--- config.mk ---
export PLATFORM = sky130hd
export DESIGN_NAME = periodic_task_timer_table_core_flat
export DESIGN_NICKNAME = d
export VERILOG_FILES = /design/src/sv/pttt_pkg.sv /design/src/sv/pttt_if.sv /design/src/sv/pttt_ctrl.sv /design/src/sv/pttt_dp.sv /design/src/sv/periodic_task_timer_table_core.sv /design/src/flat_wrapper.sv
export SDC_FILE = /design/constraint.sdc
export NUM_CORES = 1
export LEC_CHECK = 0
export ABC_AREA = 0
export BUFFER_PORTS_ARGS = -buffer_cell sky130_fd_sc_hd__clkbuf_2
export CAP_MARGIN = 20
export CORE_ASPECT_RATIO = 1.2
export CORE_MARGIN = 2
export CORE_UTILIZATION = 40
export CTS_CLUSTER_SIZE = 14
export DETAILED_ROUTE_END_ITERATION = 10
export GPL_TIMING_DRIVEN = 0
export RECOVER_POWER = 25
export SKIP_LAST_GASP = 1
export SLEW_MARGIN = 25
export SYNTH_ARGS = -nofsm -noshare
export SYNTH_HDL_FRONTEND = slang
export SYNTH_SLANG_ARGS = --single-unit
--- constraint.sdc ---
create_clock -name i_clk -period 9.7 [get_ports i_clk]
set_input_delay 0 -clock i_clk [delete_from_list [all_inputs] [get_ports i_clk]]
set_output_delay 0 -clock i_clk [all_outputs]
set_load 0.01 [all_outputs]
--- src/sv/pttt_pkg.sv ---
`default_nettype none

package pttt_pkg;

    localparam int SLOTS_DEF   = 8;
    localparam int MAX_RESULTS = 8;
    localparam int CNT_W       = 4;
    localparam int OP_W        = 3;
    localparam int ID_W        = 3;
    localparam int PERIOD_W    = 32;
    localparam int TICK_W      = 32;
    localparam int STATUS_W    = 2;

    typedef enum logic [OP_W-1:0] {
        OP_REGISTER   = 3'd0,
        OP_UNREGISTER = 3'd1,
        OP_ENABLE     = 3'd2,
        OP_DISABLE    = 3'd3,
        OP_RUN        = 3'd4,
        OP_TICK       = 3'd5
    } t_op;

    typedef enum logic [STATUS_W-1:0] {
        ST_OK      = 2'd0,
        ST_REFUSED = 2'd1,
        ST_DUE     = 2'd2,
        ST_NONE    = 2'd3
    } t_status;

    // Commands from the controller to the datapath.
    typedef struct packed {
        logic load;
        logic exec;
        logic scan_rd;
        logic emit;
    } t_cmd;

    // Status from the datapath to the controller.
    typedef struct packed {
        logic out_free;
        logic scan_last;
        logic emit_done;
    } t_stat;

endpackage

`default_nettype wire

--- src/sv/pttt_if.sv ---
`default_nettype none

interface pttt_in_if import pttt_pkg::*; ();
    logic                valid;
    logic                ready;
    logic [OP_W-1:0]     op;
    logic [ID_W-1:0]     slot_id;
    logic [PERIOD_W-1:0] period;
    logic                periodic;
    logic                handler_valid;

    modport source (output valid, op, slot_id, period, periodic, handler_valid,
                    input ready);
    modport sink   (input valid, op, slot_id, period, periodic, handler_valid,
                    output ready);
endinterface

interface pttt_out_if import pttt_pkg::*; ();
    logic                valid;
    logic                ready;
    logic [STATUS_W-1:0] status;
    logic [ID_W-1:0]     slot;
    logic                last;

    modport source (output valid, status, slot, last, input ready);
    modport sink   (input valid, status, slot, last, output ready);
endinterface

`default_nettype wire

--- src/sv/pttt_ctrl.sv ---
`default_nettype none

module pttt_ctrl import pttt_pkg::*; (
    input  wire   i_clk,
    input  wire   i_rst_n,
    input  wire   i_in_valid,
    input  wire   i_in_is_run,
    output logic  o_in_ready,
    input  t_stat i_stat,
    output t_cmd  o_cmd
);

    typedef enum logic [4:0] {
        S_IDLE  = 5'b00001,
        S_EXEC  = 5'b00010,
        S_SCAN  = 5'b00100,
        S_DRAIN = 5'b01000,
        S_EMIT  = 5'b10000
    } t_state;

    t_state r_state;
    t_state n_state;

    always_comb begin
        n_state    = r_state;
        o_cmd      = '0;
        o_in_ready = 1'b0;
        unique case (r_state)
            S_IDLE: begin
                o_in_ready = 1'b1;
                if (i_in_valid) begin
                    o_cmd.load = 1'b1;
                    n_state    = i_in_is_run ? S_SCAN : S_EXEC;
                end
            end
            S_EXEC: begin
                if (i_stat.out_free) begin
                    o_cmd.exec = 1'b1;
                    n_state    = S_IDLE;
                end
            end
            S_SCAN: begin
                o_cmd.scan_rd = 1'b1;
                if (i_stat.scan_last) begin
                    n_state = S_DRAIN;
                end
            end
            // The last slot read is evaluated in this cycle.
            S_DRAIN: begin
                n_state = S_EMIT;
            end
            S_EMIT: begin
                if (i_stat.out_free) begin
                    o_cmd.emit = 1'b1;
                    if (i_stat.emit_done) begin
                        n_state = S_IDLE;
                    end
                end
            end
            default: begin
                n_state = S_IDLE;
            end
        endcase
    end

    always_ff @(posedge i_clk) begin
        if (!i_rst_n) begin
            r_state <= S_IDLE;
        end else begin
            r_state <= n_state;
        end
    end

endmodule

`default_nettype wire

--- src/sv/pttt_dp.sv ---
`default_nettype none

module pttt_dp import pttt_pkg::*; #(
    parameter int SLOTS = SLOTS_DEF
) (
    input  wire                  i_clk,
    input  wire                  i_rst_n,
    input  t_cmd                 i_cmd,
    output t_stat                o_stat,
    input  wire [OP_W-1:0]       i_op,
    input  wire [ID_W-1:0]       i_slot_id,
    input  wire [PERIOD_W-1:0]   i_period,
    input  wire                  i_periodic,
    input  wire                  i_handler_valid,
    output logic                 o_out_valid,
    input  wire                  i_out_ready,
    output logic [STATUS_W-1:0]  o_status,
    output logic [ID_W-1:0]      o_slot,
    output logic                 o_last
);

    localparam int IW = (SLOTS > 1) ? $clog2(SLOTS) : 1;
    localparam int MW = PERIOD_W + TICK_W;

    // Latched input item.
    logic [OP_W-1:0]     r_op;
    logic [ID_W-1:0]     r_slot_id;
    logic [PERIOD_W-1:0] r_period;
    logic                r_periodic;
    logic                r_handler;

    logic [TICK_W-1:0]   r_now;
    logic [SLOTS-1:0]    r_used;
    logic [SLOTS-1:0]    r_en;
    logic [SLOTS-1:0]    r_rep;

    // Period and time stamp of each slot, {period, stamp}.
    logic [MW-1:0]       r_mem [SLOTS];
    logic [MW-1:0]       r_rdata;

    logic [IW-1:0]       r_idx;
    logic                r_eval_vld;
    logic [IW-1:0]       r_eval_ix;
    logic [CNT_W-1:0]    r_cnt;
    logic [SLOTS-1:0]    r_due;

    logic                r_o_valid;
    logic [STATUS_W-1:0] r_o_status;
    logic [ID_W-1:0]     r_o_slot;
    logic                r_o_last;

    logic                free_any;
    logic [IW-1:0]       free_ix;
    logic [IW-1:0]       due_ix;
    logic [IW-1:0]       id_ix;
    logic                id_ok;
    logic                reg_ok;
    logic [PERIOD_W-1:0] rd_period;
    logic [TICK_W-1:0]   rd_last;
    logic [TICK_W-1:0]   elapsed;
    logic                eval_hit;
    logic [SLOTS-1:0]    due_rest;
    logic                mem_we;
    logic [IW-1:0]       mem_wa;
    logic [MW-1:0]       mem_wd;
    logic [STATUS_W-1:0] ex_status;
    logic [ID_W-1:0]     ex_slot;

    // Lowest free slot and lowest pending due slot.
    always_comb begin
        free_any = 1'b0;
        free_ix  = '0;
        due_ix   = '0;
        for (int i = SLOTS - 1; i >= 0; i--) begin
            if (!r_used[i]) begin
                free_any = 1'b1;
                free_ix  = IW'(i);
            end
            if (r_due[i]) begin
                due_ix = IW'(i);
            end
        end
    end

    assign id_ok  = (32'(r_slot_id) < 32'(SLOTS));
    assign id_ix  = IW'(r_slot_id);
    assign reg_ok = r_handler && free_any;

    assign rd_period = r_rdata[MW-1:TICK_W];
    assign rd_last   = r_rdata[TICK_W-1:0];
    assign elapsed   = r_now - rd_last;
    assign eval_hit  = r_eval_vld && r_used[r_eval_ix] && r_en[r_eval_ix]
                       && (r_cnt < CNT_W'(MAX_RESULTS))
                       && ((rd_period == '0) || (elapsed >= rd_period));

    assign due_rest = r_due & (r_due - 1'b1);

    assign mem_we = (i_cmd.exec && (r_op == OP_REGISTER) && reg_ok) || eval_hit;
    assign mem_wa = eval_hit ? r_eval_ix : free_ix;
    assign mem_wd = eval_hit ? {rd_period, r_now} : {r_period, r_now};

    always_comb begin
        ex_status = ST_OK;
        ex_slot   = '0;
        unique case (r_op) inside
            OP_REGISTER: begin
                if (reg_ok) begin
                    ex_slot = ID_W'(free_ix);
                end else begin
                    ex_status = ST_REFUSED;
                end
            end
            OP_UNREGISTER, OP_ENABLE, OP_DISABLE: begin
                ex_slot = r_slot_id;
            end
            default: begin
                ex_slot = '0;
            end
        endcase
    end

    always_ff @(posedge i_clk) begin
        if (i_cmd.load) begin
            r_op       <= i_op;
            r_slot_id  <= i_slot_id;
            r_period   <= i_period;
            r_periodic <= i_periodic;
            r_handler  <= i_handler_valid;
        end
    end

    always_ff @(posedge i_clk) begin
        if (mem_we) begin
            r_mem[mem_wa] <= mem_wd;
        end
        r_rdata <= r_mem[r_idx];
    end

    always_ff @(posedge i_clk) begin
        if (!i_rst_n) begin
            r_now  <= '0;
            r_used <= '0;
            r_en   <= '0;
            r_rep  <= '0;
        end else begin
            if (i_cmd.exec) begin
                unique case (r_op) inside
                    OP_REGISTER: begin
                        if (reg_ok) begin
                            r_used[free_ix] <= 1'b1;
                            r_en[free_ix]   <= 1'b1;
                            r_rep[free_ix]  <= r_periodic;
                        end
                    end
                    OP_UNREGISTER: begin
                        if (id_ok) begin
                            r_used[id_ix] <= 1'b0;
                        end
                    end
                    OP_ENABLE, OP_DISABLE: begin
                        if (id_ok && r_used[id_ix]) begin
                            r_en[id_ix] <= (r_op == OP_ENABLE);
                        end
                    end
                    OP_TICK: begin
                        r_now <= r_now + 1'b1;
                    end
                    default: begin
                    end
                endcase
            end
            // A one-shot slot is released once it has fired.
            if (eval_hit && !r_rep[r_eval_ix]) begin
                r_used[r_eval_ix] <= 1'b0;
            end
        end
    end

    always_ff @(posedge i_clk) begin
        if (!i_rst_n) begin
            r_idx      <= '0;
            r_eval_vld <= 1'b0;
            r_cnt      <= '0;
            r_due      <= '0;
        end else begin
            if (i_cmd.load) begin
                r_idx <= '0;
                r_cnt <= '0;
                r_due <= '0;
            end
            if (i_cmd.scan_rd) begin
                r_eval_vld <= 1'b1;
                if (r_idx != IW'(SLOTS - 1)) begin
                    r_idx <= r_idx + 1'b1;
                end
            end else begin
                r_eval_vld <= 1'b0;
            end
            if (eval_hit) begin
                r_due[r_eval_ix] <= 1'b1;
                r_cnt            <= r_cnt + 1'b1;
            end
            if (i_cmd.emit) begin
                r_due <= due_rest;
            end
        end
    end

    always_ff @(posedge i_clk) begin
        if (i_cmd.scan_rd) begin
            r_eval_ix <= r_idx;
        end
    end

    always_ff @(posedge i_clk) begin
        if (!i_rst_n) begin
            r_o_valid <= 1'b0;
        end else if (i_cmd.exec || i_cmd.emit) begin
            r_o_valid <= 1'b1;
        end else if (i_out_ready) begin
            r_o_valid <= 1'b0;
        end
    end

    always_ff @(posedge i_clk) begin
        if (i_cmd.exec) begin
            r_o_status <= ex_status;
            r_o_slot   <= ex_slot;
            r_o_last   <= 1'b1;
        end else if (i_cmd.emit) begin
            if (r_due == '0) begin
                r_o_status <= ST_NONE;
                r_o_slot   <= '0;
                r_o_last   <= 1'b1;
            end else begin
                r_o_status <= ST_DUE;
                r_o_slot   <= ID_W'(due_ix);
                r_o_last   <= (due_rest == '0);
            end
        end
    end

    assign o_stat.out_free  = !r_o_valid || i_out_ready;
    assign o_stat.scan_last = (r_idx == IW'(SLOTS - 1));
    assign o_stat.emit_done = (due_rest == '0);

    assign o_out_valid = r_o_valid;
    assign o_status    = r_o_status;
    assign o_slot      = r_o_slot;
    assign o_last      = r_o_last;

`ifndef NO_ASSERTIONS
    a_due_cap: assert property (@(posedge i_clk) disable iff (!i_rst_n)
        $countones(r_due) <= MAX_RESULTS)
        else $error("more due slots pending than one scan may report");

    a_exec_not_in_scan: assert property (@(posedge i_clk) disable iff (!i_rst_n)
        !(i_cmd.exec && r_eval_vld))
        else $error("single-item update overlaps a scan evaluation");

    a_result_room: assert property (@(posedge i_clk) disable iff (!i_rst_n)
        (i_cmd.exec || i_cmd.emit) |-> (!r_o_valid || i_out_ready))
        else $error("result loaded over one not yet taken");

    a_register_claims: assert property (@(posedge i_clk) disable iff (!i_rst_n)
        (i_cmd.exec && (r_op == OP_REGISTER) && reg_ok) |=> r_used[$past(free_ix)])
        else $error("accepted register left its slot free");
`endif

endmodule

`default_nettype wire

--- src/sv/periodic_task_timer_table_core.sv ---
// Non-scan items: one result, loaded once the output register is free after the input transfer;
// the next item is taken only after that result is loaded. Run scan: the slot table is read one
// slot per cycle from the stamp memory, then one result per cycle while the output is taken.
// Input is taken again as soon as the last result of an item sits in the output register.
// Reset is synchronous, active low: clears the time counter, slot flags and controller;
// the period and stamp memory is not cleared and needs no clearing pass.
`default_nettype none

module periodic_task_timer_table_core import pttt_pkg::*; #(
    parameter int SLOTS = SLOTS_DEF
) (
    input  wire         i_clk,
    input  wire         i_rst_n,
    pttt_in_if.sink     i_in,
    pttt_out_if.source  o_out
);

    t_cmd  cmd;
    t_stat stat;

    pttt_ctrl u_ctrl (
        .i_clk       (i_clk),
        .i_rst_n     (i_rst_n),
        .i_in_valid  (i_in.valid),
        .i_in_is_run (i_in.op == OP_RUN),
        .o_in_ready  (i_in.ready),
        .i_stat      (stat),
        .o_cmd       (cmd)
    );

    pttt_dp #(
        .SLOTS (SLOTS)
    ) u_dp (
        .i_clk           (i_clk),
        .i_rst_n         (i_rst_n),
        .i_cmd           (cmd),
        .o_stat          (stat),
        .i_op            (i_in.op),
        .i_slot_id       (i_in.slot_id),
        .i_period        (i_in.period),
        .i_periodic      (i_in.periodic),
        .i_handler_valid (i_in.handler_valid),
        .o_out_valid     (o_out.valid),
        .i_out_ready     (o_out.ready),
        .o_status        (o_out.status),
        .o_slot          (o_out.slot),
        .o_last          (o_out.last)
    );

endmodule

`default_nettype wire
--- src/flat_wrapper.sv ---
// flat-port wrapper written by rule: the top's interface ports become plain ports
module periodic_task_timer_table_core_flat import pttt_pkg::*;
#(
    parameter int SLOTS = SLOTS_DEF
)
  (i_clk, i_rst_n, i_in_valid, i_in_op, i_in_slot_id, i_in_period, i_in_periodic, i_in_handler_valid, i_in_ready, o_out_valid, o_out_status, o_out_slot, o_out_last, o_out_ready);
  pttt_in_if i_in_i ();
  pttt_out_if o_out_i ();
  input  wire i_clk;
  input  wire i_rst_n;
  input wire logic [$bits(i_in_i.valid)-1:0] i_in_valid;
  input wire logic [$bits(i_in_i.op)-1:0] i_in_op;
  input wire logic [$bits(i_in_i.slot_id)-1:0] i_in_slot_id;
  input wire logic [$bits(i_in_i.period)-1:0] i_in_period;
  input wire logic [$bits(i_in_i.periodic)-1:0] i_in_periodic;
  input wire logic [$bits(i_in_i.handler_valid)-1:0] i_in_handler_valid;
  output wire logic [$bits(i_in_i.ready)-1:0] i_in_ready;
  output wire logic [$bits(o_out_i.valid)-1:0] o_out_valid;
  output wire logic [$bits(o_out_i.status)-1:0] o_out_status;
  output wire logic [$bits(o_out_i.slot)-1:0] o_out_slot;
  output wire logic [$bits(o_out_i.last)-1:0] o_out_last;
  input wire logic [$bits(o_out_i.ready)-1:0] o_out_ready;
  assign i_in_i.valid = i_in_valid;
  assign i_in_i.op = i_in_op;
  assign i_in_i.slot_id = i_in_slot_id;
  assign i_in_i.period = i_in_period;
  assign i_in_i.periodic = i_in_periodic;
  assign i_in_i.handler_valid = i_in_handler_valid;
  assign i_in_ready = i_in_i.ready;
  assign o_out_valid = o_out_i.valid;
  assign o_out_status = o_out_i.status;
  assign o_out_slot = o_out_i.slot;
  assign o_out_last = o_out_i.last;
  assign o_out_i.ready = o_out_ready;
  periodic_task_timer_table_core #(.SLOTS(SLOTS)) u_core (.i_clk(i_clk), .i_rst_n(i_rst_n), .i_in(i_in_i), .o_out(o_out_i));
endmodule
Word-level counts from Yosys, hierarchy flattened
Memories as Yosys holds them, arrays and structs flattened. A register that Yosys moved wholly into a read port is not among the register bits.
Index checks and enable logic that the tools add are counted.
{ "word_totals": {"ramBits": 512, "inputBits": 44, "word_cells": 180, "n_memories": 1, "register_bits": 127} }
{ "memory_table": {"columns": ["memory", "words", "width", "rd", "rd_ports_with_merged_regs", "wr", "line", "text"], "rows": [
  ["u_core.u_dp.r_mem", 8, 64, 1, 1, 1, "pttt_dp.sv:38", "logic [MW-1:0] r_mem [SLOTS];"]
]} }
{ "classes": {"add_sub_neg": 5, "n_mux": 89, "n_eq_ne": 19, "n_reduce_logical": 31, "n_lt_le_gt_ge": 8, "bitwise": 8} }
{ "op_table": {"columns": ["op", "count"], "rows": [
  ["$mux W8", 10],
  ["$mux W3", 25],
  ["$mux W64", 1],
  ["$add A32 B1 Y32 const B", 1],
  ["$ge A32 B32 Y1", 1],
  ["$logic_not A32 Y1", 1],
  ["$pmux W8 S2", 2],
  ["$sub A32 B32 Y32", 1],
  ["$mux W1", 31],
  ["$mux W5", 5],
  ["$pmux W5 S5", 1],
  ["$and A8 B8 Y8", 3],
  ["$or A8 B8 Y8", 3],
  ["$bwmux W8", 2],
  ["$logic_not A8 Y1", 2],
  ["$not A8 Y8", 2],
  ["$bmux W1 S3", 4],
  ["$lt A3 B4 Y1 const B", 3],
  ["$logic_and A1 B1 Y1", 11],
  ["$demux W1 S3", 3],
  ["$eq A3 B3 Y1 const B", 3],
  ["$ge A3 B1 Y1 const B", 3],
  ["$mux W4", 2],
  ["$ne A2 B1 Y1 const B", 4],
  ["25 further kinds", 36]
]} }

Depth between registers and ports, before layout
{ "logic_depth": {"ltp_word": 19, "depth_mapped": 23, "depth_no_buf": 21} }

Modules after synthesis
From an unflattened synthesis, not the netlist that was laid out.
{ "hier_totals": {"hier_cells": 1851, "area_unflattened_um2": 29409.5} }
{ "by_module_without_submodules": {"columns": ["mod", "area_each_um2", "instances", "cells_each", "seq_area_each_um2"], "rows": [
  ["pttt_dp", 29036.6, 1, 1809, 19578.8],
  ["pttt_ctrl", 360.3, 1, 41, 100.1],
  ["periodic_task_timer_table_core", 12.5, 1, 1, 0.0]
]} }

Worst setup path after synthesis
Ideal clock, no wire load.
{ "synth_timing": {"path_type": "register to register", "from": "register u_core.u_dp.r_now[0]", "to": "memory u_core.u_dp.r_mem[4][0] in the netlist's numbering (enable)", "required_time_ps": 9126, "arrival_time_ps": 8388, "setup_time_ps": 574, "stages_incl_launch_ff": 22, "setup_slack_ps": 737, "path_buffers": 2, "synth_period_minus_slack_ps": 8963, "path_cell_list": "dfxtp_1 inv_1 ha_1 inv_1 fa_1 a211oi_1 o21ai_0 o2111ai_1 nand2_1 o41ai_1 a211oi_1 a21oi_1 xnor2_1 ha_1 nor2b_1 o21ai_0 o21ai_0 nor3_1 a21boi_2 buf_4 buf_2 o21ai_0"} }
{ "synth_via": {"elab_chain_len": 7, "word_cells_on_any_way": 8} }
{ "synth_rtl": {"columns": ["element", "line", "text"], "rows": [
  ["from (decl)", "pttt_dp.sv:32", "logic [TICK_W-1:0] r_now;"],
  ["from (signal assigned)", "pttt_dp.sv:166", "r_now <= r_now + 1'b1;"],
  ["$sub A32 B32 Y32 *", "pttt_dp.sv:91", "assign elapsed = r_now - rd_last;"],
  ["$ge A32 B32 Y1 *", "pttt_dp.sv:94", "&& ((rd_period == '0) || (elapsed >= rd_period));"],
  ["$logic_or A1 B1 Y1 *", "pttt_dp.sv:94", null],
  ["$logic_and A1 B1 Y1 *", "pttt_dp.sv:94", null],
  ["$logic_or A1 B1 Y1", "pttt_dp.sv:98", "assign mem_we = (i_cmd.exec && (r_op == OP_REGISTER) && reg_ok) || eval_hit;"],
  ["$mux W1", "pttt_dp.sv:133", "if (mem_we) begin"],
  ["$mux W1 (implied by the code)", "pttt_dp.sv:134", "r_mem[mem_wa] <= mem_wd;"],
  ["to (decl)", "pttt_dp.sv:38", null]
]} }
Mark *: on every way between the ends. The rest lies on a longest branch, timed or not.

Worst setup path in the final report
{ "layout_timing": {"from": "register u_core.u_dp.r_now[0]", "to": "memory u_core.u_dp.r_mem[1][21] in the netlist's numbering (enable)"} }
The elaborated chain is that of the path after synthesis.

==> flow_summary.json <==
{
  "worst_setup_path_end_kind": "flop",
  "grt_use_met2_pct": 32.36,
  "async_reset_ff_share_pct": 0,
  "grt_pass1_wl_mm": 107.0,
  "final_util_pct": 47.47,
  "min_period_ns": 7.086,
  "use_met3_pct": 2.688,
  "hpwl_mm": 48.28,
  "grt.busiest_layer": "met2",
  "worstSkewPairLatency_ns": 0.62,
  "final_hold_viol_count": 0,
  "io_pins": 52,
  "cts_hold_buf": 43,
  "cts-resized-gates": 0,
  "drt_wl_total_mm": 69.88,
  "start_util_pct": 40.52,
  "grt_overflow": 0,
  "max_stage_delay_ns": 0.66,
  "synth_cells": 1832,
  "max-vdd-ir-drop_v": 0.0001352,
  "cpLargestDelayFamily": "compound AO/OA/AOI/OAI gates",
  "rows": 108,
  "syn_area_um2": 29350,
  "area_delta_synth_final_pct": 17.16,
  "syn_avg_cell_area_um2": 16.02,
  "dieArea_um2": 75560,
  "final_nets": 2151,
  "via_per_inst": 5.508,
  "antennaDiodeCount": 0,
  "cts_tree": "yes",
  "report.final.slew_viol_count": 0,
  "crit_required_ns": 10.01,
  "worstMarginPinSlew_ns": 1.075,
  "grt_max_degree": 24,
  "path_buf_inv": 8,
  "rsz0062_at_grt": "false",
  "crit_chain": "inv_1 -> ha_1 -> inv_1 -> fa_1 -> a211oi_1 -> o21ai_0 -> o211ai_1 -> a21oi_1 -> o2111ai_1 -> a21boi_1 -> nor2_1 -> ha_1 -> nand4_1 -> nor3_1 -> nor4bb_1 -> o21ai_1 -> a21boi_2 -> buf_4 -> buf_4 -> mux2i_4 -> buf_8 -> buf_8 -> buf_16 -> buf_8",
  "clock-root-buffer": "clkbuf_16",
  "crit_type": "reg2reg",
  "drive_above_1_share_pct": 22.03,
  "postCtsSetupBuffers": 0,
  "synth_top_flop_cell": "edfxtp_1",
  "grtUsageTotal_pct": 18.87,
  "finalSetupTns_ns": 0,
  "cp-start-kind": "flop",
  "ys_types": 86,
  "ys_seq_area_share_pct": 67.06,
  "crit_fanout": 14,
  "vias": 16680,
  "use_met1_pct": 24.32,
  "multi_input_area_um2": 9158,
  "maxCapViolCount": 0,
  "dieWidth_um": 251.3,
  "ctsLongestPathBuffers": 3,
  "cts_sinks": 703,
  "h-tree-depth": 3,
  "max_slew_margin_pct": 28.34,
  "status": "finished, final reports clean",
  "crit_slowest_cell": "nor4bb_1",
  "final_common_cell": "edfxtp_1",
  "worstHoldPathType": "in2reg",
  "core-area_um2": 72430,
  "clk_pin_slew_worst_paths_ns": 0.06,
  "synth-seq-cells": 703,
  "worstPathArrival_ns": 7.39,
  "drt_iter0_drc": 1272,
  "synthesis.nets": 1944,
  "gp_congestion": 0.8751,
  "p_per_area_nw_per_um2": 177.8,
  "fill_cells": 6248,
  "max_freq_ghz": 0.1411,
  "first_pass_iters": 5,
  "leakage_nw": 11.54,
  "fin_skew_ns": 0.02684,
  "port_buffers": 50,
  "finalCritPeriodShare_pct": 73.06,
  "synth-edff-count": 560,
  "ant_nets": 0,
  "routedWlPerCell_um": 23.08,
  "synth-warning-count": 0,
  "grt_pass1_vias": 17480,
  "setup_viol": 0,
  "cts-buffers-inserted": 69,
  "drc": 0,
  "cp_common_cell": "buf_8",
  "final_cell_mix": "560 x edfxtp_1, 143 x dfxtp_1, 129 x mux4_2",
  "seq_area_um2": 19680,
  "antenna_found_initial": 0,
  "die_h_um": 300.7
}
## synthesized netlist by cell type, types with 9 or more instances
cell | instances | share of area (%)
dfxtp_1 | 143 | 9.8
or3_1 | 9 | 0.19
nor2_1 | 78 | 1.0
nand2b_1 | 13 | 0.28
inv_1 | 75 | 0.96
and2_1 | 25 | 0.53
nand2_1 | 90 | 1.2
clkbuf_1 | 43 | 0.55
buf_2 | 13 | 0.22
nand4_1 | 19 | 0.41
nand3_1 | 43 | 0.73
mux2i_1 | 18 | 0.61
ha_1 | 67 | 2.9
nor2b_1 | 19 | 0.41
nor4_1 | 16 | 0.34
mux4_2 | 129 | 9.9
a21o_1 | 16 | 0.41
o211ai_1 | 9 | 0.23
a211oi_1 | 10 | 0.26
a21boi_0 | 18 | 0.46
edfxtp_1 | 560 | 57
o21ai_0 | 48 | 0.82
nor3_1 | 22 | 0.38
xnor2_1 | 33 | 0.98
a21oi_1 | 56 | 0.96
xor2_1 | 11 | 0.33
mux2_2 | 98 | 3.8
## worst paths after layout
check / startpoint / end / slack (ns) / depth (start not counted)
min reg2reg: u_core.u_dp.r_rep[2] / u_core.u_dp.r_rep[2] / 0.47 / 2
max: u_core.u_dp.r_now[0] / u_core.u_dp.r_mem[1][21] / 2.61 / 24
max reg2reg: u_core.u_dp.r_now[0] / u_core.u_dp.r_mem[1][21] / 2.61 / 24
min: i_in_period[14] / u_core.u_dp.r_period[14] / 0.10 / 2
## sequential cells by signal (all words and copies together), names as in the netlist, 4 cells and up
name,count
u_core.u_dp.r_mem,512
u_core.u_dp.r_rdata,64
u_core.u_dp.r_now,32
u_core.u_dp.r_period,32
u_core.u_dp.r_due,8
u_core.u_dp.r_en,8
u_core.u_dp.r_rep,8
u_core.u_dp.r_used,8
u_core.u_ctrl.r_state,5
u_core.u_dp.r_cnt,4
## worst register-to-register path, delay by kind of cell (launching register included)
| kind | cells | cell delay, ns |
|---|---|---|
| AND/OR/NAND/NOR | 4 | 1.29 |
| adder cells (fa/ha/maj) | 3 | 0.78 |
| buffers and inverters | 8 | 1.55 |
| flip-flops | 1 | 0.61 |
| AO/OA/AOI/OAI | 8 | 1.97 |
| multiplexers | 1 | 0.57 |
## kinds of logic after synthesis
group	count (synthesis)	synth area share [%]
multiplexers	245	14.27
XOR/XNOR	44	1.313
AO/OA/AOI/OAI	239	5.453
AND/OR/NAND/NOR	383	6.856
adder cells (fa/ha/maj)	69	2.959
flip-flops	703	67.06
buffers and inverters	149	2.089
## stage by stage
| step | hold slack (ns) | cells | total power [W] | worst slack [ns] | area [um2] |
|---|---|---|---|---|---|
| finish | 0.1022 | 3028 | 0.006113 | 2.614 | 34380 |
| global route | 0.08684 | 3028 | 0.006314 | 2.261 | 34380 |
| CTS | 0.07028 | 3028 | 0.006178 | 2.481 | 34410 |
| detailed placement | 0.1787 | 2860 | 0.003599 | 2.506 | 31840 |
| global placement | 0.1772 | 2817 | 0.003586 | -6.383 | 30770 |
| floorplan | 0.09887 | 1832 | 0.003510 | 0.7373 | 29350 |
## report_power, final
| group | switching (W) | internal [W] | total, W |
|---|---|---|---|
| clock | 0.00114 | 0.00143 | 0.00257 |
| combinational | 0.000136 | 0.0000775 | 0.000213 |
| sequential | 0.0000278 | 0.00331 | 0.00333 |
| total | 0.00130 | 0.00481 | 0.00611 |
## per-layer routing
metal | up-vias | routed length, um
met1 | 8526 | 29280
met2 | 448 | 35150
met4 | 0 | 2377
met5 | - | 0
li1 | 7583 | -
met3 | 122 | 3077
## cell type report
type / count / area share [%]
multi-input cells: 980 / 26.63
inverters: 77 / 0.8406
clock inverters: 28 / 0.7605
clock buffers: 97 / 5.473
flip-flops and latches: 703 / 57.23
repair buffers: 136 / 4.716
well taps: 935 / 3.402
plain buffers: 72 / 0.9425
No activity file was read; power rests on OpenSTA's default activity.
